## src/sv/wic_pkg.sv

```systemverilog
// shared constants and elaboration-time helpers for the weibull inverse cdf sampler
// no dependencies; used by wic_exp2_cell and weibull_inverse_cdf
package wic_pkg;

  localparam int unsigned FRAC_BITS_DEF = 32;
  localparam logic [31:0] SCALE_RESET = 32'h0001_0000;
  localparam logic [31:0] SHAPE_INV_RESET = 32'h0100_0000;
  localparam logic [63:0] LN2_Q32 = 64'h0000_0000_B172_17F8;

  // register indexes of the configuration channel
  localparam logic REG_SCALE = 1'b0;
  localparam logic REG_SHAPE_INV = 1'b1;

  // log2 of a constant, 32 fraction bits, evaluated at elaboration only
  function automatic logic [63:0] log2_const(input logic [63:0] v);
    logic [5:0] e;
    logic [63:0] z;
    logic [31:0] frac;
    e = '0;
    frac = '0;
    for (int j = 0; j < 64; j++) begin
      if (v[j]) e = 6'(j);
    end
    z = (v << (6'd63 - e)) >> 32;
    for (int i = 0; i < 32; i++) begin
      z = z * z;
      frac = {frac[30:0], z[63]};
      z = z[63] ? (z >> 32) : (z >> 31);
    end
    return {26'd0, e, frac};
  endfunction

  // truncated integer square root, elaboration only
  function automatic logic [63:0] isqrt_const(input logic [63:0] v);
    logic [63:0] r;
    logic [63:0] b;
    logic [63:0] x;
    r = '0;
    b = 64'd1 << 62;
    x = v;
    for (int i = 0; i < 32; i++) begin
      if (x >= r + b) begin
        x = x - (r + b);
        r = (r >> 1) + b;
      end else begin
        r = r >> 1;
      end
      b = b >> 2;
    end
    return r;
  endfunction

  // factor 2^(2^-idx) in Q1.31 as the repeated square roots give it
  function automatic logic [31:0] exp2_factor(input int idx);
    logic [63:0] s;
    s = isqrt_const(64'd1 << 63);
    for (int j = 1; j < idx; j++) begin
      s = isqrt_const(s << 31);
    end
    return s[31:0];
  endfunction

  localparam logic [63:0] LOG2_LN2 = log2_const(LN2_Q32);

endpackage

```

## src/sv/wic_exp2_cell.sv

```systemverilog
// one step of the 2^frac chain: multiplies by 2^(2^-IDX) when its exponent bit is set
// depends on wic_pkg
module wic_exp2_cell #(
  parameter int IDX = 1,
  parameter int SW = 1
) (
  input  logic          clk,
  input  logic          rst,
  input  logic          en,
  input  logic          in_valid,
  input  logic [31:0]   in_r,
  input  logic [31:0]   in_f,
  input  logic [SW-1:0] in_side,
  output logic          out_valid,
  output logic [31:0]   out_r,
  output logic [31:0]   out_f,
  output logic [SW-1:0] out_side
);

  localparam logic [31:0] FACTOR = wic_pkg::exp2_factor(IDX);

  logic [63:0] prod;

  assign prod = 64'(in_r) * 64'(FACTOR);

  always_ff @(posedge clk) begin
    if (rst) begin
      out_valid <= 1'b0;
    end else if (en) begin
      out_valid <= in_valid;
    end
  end

  // truncated q1.31 product when the bit is set
  always_ff @(posedge clk) begin
    if (en) begin
      out_r    <= in_f[32-IDX] ? prod[62:31] : in_r;
      out_f    <= in_f;
      out_side <= in_side;
    end
  end

endmodule

```

## config.mk

```make
export PLATFORM = sky130hd
export DESIGN_NAME = wic_exp2_cell
export DESIGN_NICKNAME = d
export VERILOG_FILES = /design/src/sv/wic_pkg.sv /design/src/sv/wic_exp2_cell.sv
export SDC_FILE = /design/constraint.sdc
export NUM_CORES = 1
export LEC_CHECK = 0
export ABC_AREA = 1
export BUFFER_PORTS_ARGS = -buffer_cell sky130_fd_sc_hd__buf_4
export CORE_MARGIN = 2
export CORE_UTILIZATION = 35
export DETAILED_ROUTE_END_ITERATION = 16
export SYNTH_ARGS = -nofsm -noshare
export SYNTH_HDL_FRONTEND = slang
export SYNTH_SLANG_ARGS = --single-unit
export TNS_END_PERCENT = 50
```

## constraint.sdc

```tcl
create_clock -name clk -period 7.4 [get_ports clk]
set_input_delay 1.11 -clock clk [delete_from_list [all_inputs] [get_ports clk]]
set_output_delay 1.11 -clock clk [all_outputs]
set_load 0.02 [all_outputs]
```

==> impl_results.md, run 1 <==
- Status: complete, no violations
- Worst EP arrival: 7110 ps
- Row count: 91
- Max Cap Violations: 0
- Worst-margin pin slew: 1090 ps
- Vias in the first global route: 17700
- Worst Hold Class: flop to flop
- Core area: 61900 um^2
- CP required: 7510 ps
- N_diodes: 0
- Post-synthesis xor/xnor area fraction: 0.0135
- Root Buffer Master: clkbuf_16
- Compound-Gate Fraction of Synth Area: 0.0257
- Multi-input gate area: 17000 um^2
- Reg2reg path depth: 2
- Synthesized area per cell: 8.41 um^2
- IO Pins: 135
- Post-CTS Hold Fix Bufs: 0
- Chip height: 255 um
- Layout cells sized above 1: 0.0996
- Setup TNS: 0 ps
- Hold Fails Final Rpt: 0
- TritonCTS clock tree: done
- Area growth from synthesis to layout: 13.0%
- CTS Buffer Depth: 2
- First-pass GRT wire length: 104000 um
- Final min period: 7000 ps
- Syn_nets: 3481
- PostCTS Resize Cnt: 0
- Slowest-stage cell, CP: fa_1
- Multiplexer share of the synthesized area: 0.000455
- Seq cells post-synth: 66
- FF/Latch Area: 1970 um^2
- Main combinational cell family by area after synthesis: adder cells
- Unique masters post-synth: 34
- Netlist area before placement: 22000 um^2
- Post-Synth Simple-Gate Area: 0.157
- Maximum number of pins on one net before global-route repair: 67
- Fillers: 6410
- Die ar.: 64800 um^2
- Max frequency: 143 MHz
- Detailed-route vias per instance: 4.61
- Hold Crit Depth: 2
- Vias: 16900
- Starting density of the core: 0.355
- DRT iter0 DRCs: 1091
- Cell count after synthesis: 2615
- Post-Synth Adder-Cell Area: 0.579
- Nets: 3693
- Gpl congestion: 0.938
- Setup violators final: 0
- Antenna violations before repair: 1
- Routed wire length per instance: 18.1 um
- Htree depth: 3
- Total CTS buffers: 9
- Share of the yosys chip area belonging to registers: 0.0897
- Post-CTS Setup Repair Bufs: 0
- Clock Sinks: 66
- DIE WIDTH: 255 um
- Worst-path clk slew: 70 ps
- Crit path kind: primary input to flop
- Worst path most repeated cell: fa_1
- Yosys Warn Count: 0
- I/O Buffers: 134
- Slowest stage delay, CP: 530 ps
- HPWL Detailed: 58300 um
- Global route overflow: 0
- Post-route DRC: 0
- Crit start category: primary input
- Pins over their slew limit: 0
- Clock latency on the worst-skew pair: 370 ps
- TritonRoute pass-1 iters: 5
- Clock skew: 0 ps
- RSZ-0062 raised after global routing: no
- Crit-path max FO: 7
- Detailed Route WL: 66200 um
- Relative slew slack: 0.274
- Setup crit end kind: flop
- Final worst path period share: 0.947
- Post-DRT Antenna Nets: 0
- Overall routing resource usage: 0.215
state kept, by name, indices dropped and copies added (netlist names):
name,cells
out_valid,1
out_r,32
out_f,32
out_side,1
per-layer routing:
layer | share of wire | global-route usage | wire length [um]
met1 | 0.47 | 0.308 | 31000
met2 | 0.46 | 0.350 | 30300
met3 | 0.051 | 0.0218 | 3380
met4 | 0.023 | 0.0531 | 1510
met5 | 0.00018 | 0 | 12
final timing paths:
| check | slack (ps) | start | endpoint |
|---|---|---|---|
| max | 400 | in_r[26] | out_r[12] |
| min | 510 | out_valid | out_valid |
| max reg2reg | 6810 | out_valid | out_valid |
| min reg2reg | 510 | out_valid | out_valid |
synth_stat cells (all sizes together):
library cell	instances	share of area
nand2	598	0.10
fa	366	0.33
inv	784	0.13
clkbuf	4	0.00068
or2	1	0.00028
xor2	28	0.011
nor4	3	0.0014
clkinv	1	0.00017
ha	431	0.25
nand4	13	0.0037
o21bai	15	0.0051
nand3	86	0.020
nand3b	6	0.0020
xnor2	6	0.0024
nor3	5	0.0023
nor2	112	0.023
and3	2	0.00057
a21oi	51	0.012
a21o	12	0.0041
dfxtp	1	0.00091
edfxtp	65	0.089
mux2i	1	0.00046
o21ai	16	0.0036
a21boi	2	0.00068
buf	3	0.00063
and2	3	0.00085
kinds of logic (layout without fill, tap and decap cells):
| group | count (synthesis) | count (layout) |
|---|---|---|
| AND/OR/NAND/NOR | 829 | 829 |
| adder cells (fa/ha/maj) | 797 | 797 |
| XOR/XNOR | 34 | 34 |
| AO/OA/AOI/OAI | 96 | 96 |
| flip-flops | 66 | 66 |
| buffers and inverters | 792 | 1009 |
| multiplexers | 1 | 1 |
metrics by stage:
step           cells  setup slack (ps)  hold WS [ps]  utilization  instance area (um^2)
6_report        3669               395           512        0.401                 24800
5_1_grt         3669               137           564        0.401                 24800
4_1_cts         3669               412           512        0.401                 24800
3_5_place_dp    3653              42.9           490        0.397                 24600
3_3_place_gp    3653              29.4           487        0.397                 24600
2_1_floorplan   2615               800           579            -                 22000
layout make-up:
class | count | area share
Multi-Input combinational cell | 1757 | 0.686
Clock buffer | 9 | 0.00906
Timing Repair Buffer | 208 | 0.0628
Sequential cell | 66 | 0.0794
Clock inverter | 7 | 0.00217
Tap cell | 837 | 0.0421
Inverter | 785 | 0.119
worst max-delay path, delay by kind of cell:
kind	cells	cell delay, ps
buf+inv	7	540
compound gates	1	90
fa+ha+maj	9	4240
simple gates	8	1090
cell usage in the layout, fill, tap and decap left out, types with 2 or more instances in the layout:
master        n
o21ai_1       2
xor2_1       28
nand2_2      13
nor4_2        2
o21bai_1     15
a21boi_1      2
inv_2        10
nor2_2       21
nor2_4        3
clkbuf_16     9
o21ai_0      14
a21oi_2       3
and2_1        3
ha_1        431
a21oi_1      48
buf_4       208
nor3_2        5
a21o_1       12
fa_1        366
inv_1       774
and3_1        2
edfxtp_1     65
nand4_1      13
xnor2_1       6
nand2_1     585
nor2_1       88
nand3_1      86
inv_6         2
clkinvlp_4    3
nand3b_1      6
Power of run 1 is not shown: default switching activity piles up to over one toggle a cycle in this logic, so the estimate is an artifact.
==> inputs of run 2 (changes only) <==
- clock period: 7.4 -> 6.45 ns (I/O delays scaled with it)
==> impl_results.md, run 2 (same netlist as run 1, synthesis figures left out) <==
- Worst hold endpoint: out_valid (unchanged)
- Hold Fails Final Rpt: 0 (unchanged)
- Worst r2r src: out_valid (unchanged)
- Setup TNS: 0 ps (unchanged)
- Overall routing resource usage: 0.216 (was 0.215)
- Detailed-route vias per instance: 4.62 (was 4.61)
- Worst-margin pin slew: 1080 ps (was 1090 ps)
- Final min period: 6380 ps
- Vias in the first global route: 18300 (was 17700)
- Max Cap Violations: 0 (unchanged)
- Reg2reg path depth: 2 (unchanged)
- Setup crit end kind: flop (unchanged)
- Antenna violations before repair: 1 (unchanged)
- Worst Hold Class: flop to flop (unchanged)
- First-pass GRT wire length: 104000 um (about the same)
- Die ar.: 64800 um^2 (unchanged)
- Final core occ: 0.447 (was 0.401)
- Routed wire length per instance: 17.6 um (was 18.1 um)
- Crit path kind: primary input to flop (unchanged)
- Chip height: 255 um (unchanged)
- Pins over their slew limit: 0 (unchanged)
- TritonCTS clock tree: done (unchanged)
- Multi-input gate area: 18400 um^2 (was 17000 um^2)
- Top Registers: out_f: 32 flops, out_r: 32 flops (unchanged)
- DIE WIDTH: 255 um (unchanged)
- Core area: 61900 um^2 (unchanged)
- Worst-path clk slew: 70 ps (about the same)
- Detailed Route WL: 67600 um (was 66200 um)
- Clock Sinks: 66 (unchanged)
- Gpl congestion: 0.963 (was 0.938)
- Relative slew slack: 0.277 (was 0.274)
- Worst EP arrival: 6510 ps (was 7110 ps)
- Root Buffer Master: clkbuf_16 (unchanged)
- Post-route DRC: 0 (unchanged)
- Row count: 91 (unchanged)
- CP required: 6580 ps (was 7510 ps)
- Max frequency: 157 MHz
- Setup violators final: 0 (unchanged)
- DRT iter0 DRCs: 1006 (was 1091)
- Hold_sp: out_valid (unchanged)
- FF/Latch Area: 1970 um^2 (unchanged)
- HPWL Detailed: 59300 um (was 58300 um)
- Clock latency on the worst-skew pair: 380 ps (was 370 ps)
- IO Pins: 135 (unchanged)
- Capturing point of the worst reg2reg path: out_valid (unchanged)
- Most frequent cells in the layout: inv_1, nand2_1, fa_1 (was inv_1, nand2_1, ha_1)
- Crit-path max FO: 4 (was 7)
- Crit start category: primary input (unchanged)
- Fillers: 6148 (was 6410)
- Clock skew: 0 ps (unchanged)
- Final worst path period share: 0.989
- Post-DRT Antenna Nets: 0 (unchanged)
- Status: complete, no violations (unchanged)
- Maximum number of pins on one net before global-route repair: 67 (unchanged)
- I/O Buffers: 134 (unchanged)
- Hold Crit Depth: 2 (unchanged)
- Total CTS buffers: 9 (unchanged)
- Most common cell after layout, fill and taps aside: inv_1 (unchanged)
- Final Hold Slack: 517 ps (was 512 ps)
- TritonRoute pass-1 iters: 5 (unchanged)
- Layout cells sized above 1: 0.219 (was 0.0996)
- Htree depth: 3 (unchanged)
- Vias: 17800 (was 16900)
- Starting density of the core: 0.355 (unchanged)
- Area growth from synthesis to layout: 26.0% (was 13.0%)
- RSZ-0062 raised after global routing: yes (was no)
- Global route overflow: 0 (unchanged)
- CTS Buffer Depth: 2 (unchanged)
- Reg2reg setup slack: 5860 ps (was 6810 ps)
- Nets: 3870 (was 3693)
[run 2: per-layer routing]
metal	wire length, um	global-route usage	part of all wire
met1	30700	0.303	0.45
met2	32200	0.360	0.48
met3	3050	0.0172	0.045
met4	1720	0.0551	0.025
met5	18	0	0.00027
[run 2: worst max path at each step]
stage | endpoint | slack (ps) | from
finish | out_r[15] | 70 | in_r[18]
global route | out_r[28] | -130 | in_r[3]
CTS | out_r[10] | -40 | in_r[6]
detailed placement | out_r[15] | -610 | in_r[21]
floorplan | out_r[28] | 30 | in_r[20]
global placement | out_r[15] | -610 | in_r[21]
[run 2: timing repair]
| action | CTS | global route |
|---|---|---|
| hold buffers | 0 | 0 |
| pin swaps | 17 | 104 |
| gates resized for setup | 54 | 226 |
| setup buffers | 1 | 4 |
| endpoints found under the setup margin | 32 | 32 |
[run 2: worst max-delay path: stages]
cell and delay (ps):
buf_4 160, ha_2 310, buf_4 160, fa_1 370, fa_1 490, inv_1 60
fa_1 470, inv_1 50, fa_1 520, fa_1 440, fa_1 520, fa_1 550
ha_4 320, nand2_2 80, nor2_1 260, nand2_1 170, nor2_1 150, nand3_1 160
nand3_2 110, nand2_1 50, nand3_1 60, nand2_1 80
[run 2: cell type report]
| class | instances | share of cell area |
|---|---|---|
| clock inverters | 7 | 0.00280 |
| inverters | 785 | 0.106 |
| well taps | 837 | 0.0378 |
| clock buffers | 9 | 0.00813 |
| repair buffers | 385 | 0.110 |
| flip-flops and latches | 66 | 0.0712 |
| diodes | 1 | 0.0000903 |
| multi-input cells | 1757 | 0.664 |
[run 2: metrics by stage]
| step | cell area (um^2) | std cells | setup slack [ps] |
|---|---|---|---|
| 2_1_floorplan | 22000 | 2615 | 26.5 |
| 3_3_place_gp | 25900 | 3825 | -612 |
| 3_5_place_dp | 25900 | 3825 | -610 |
| 4_1_cts | 26500 | 3842 | -42.1 |
| 5_1_grt | 27700 | 3846 | -131 |
| 6_report | 27700 | 3847 | 67.8 |
Power of run 2 is left out for the same reason.
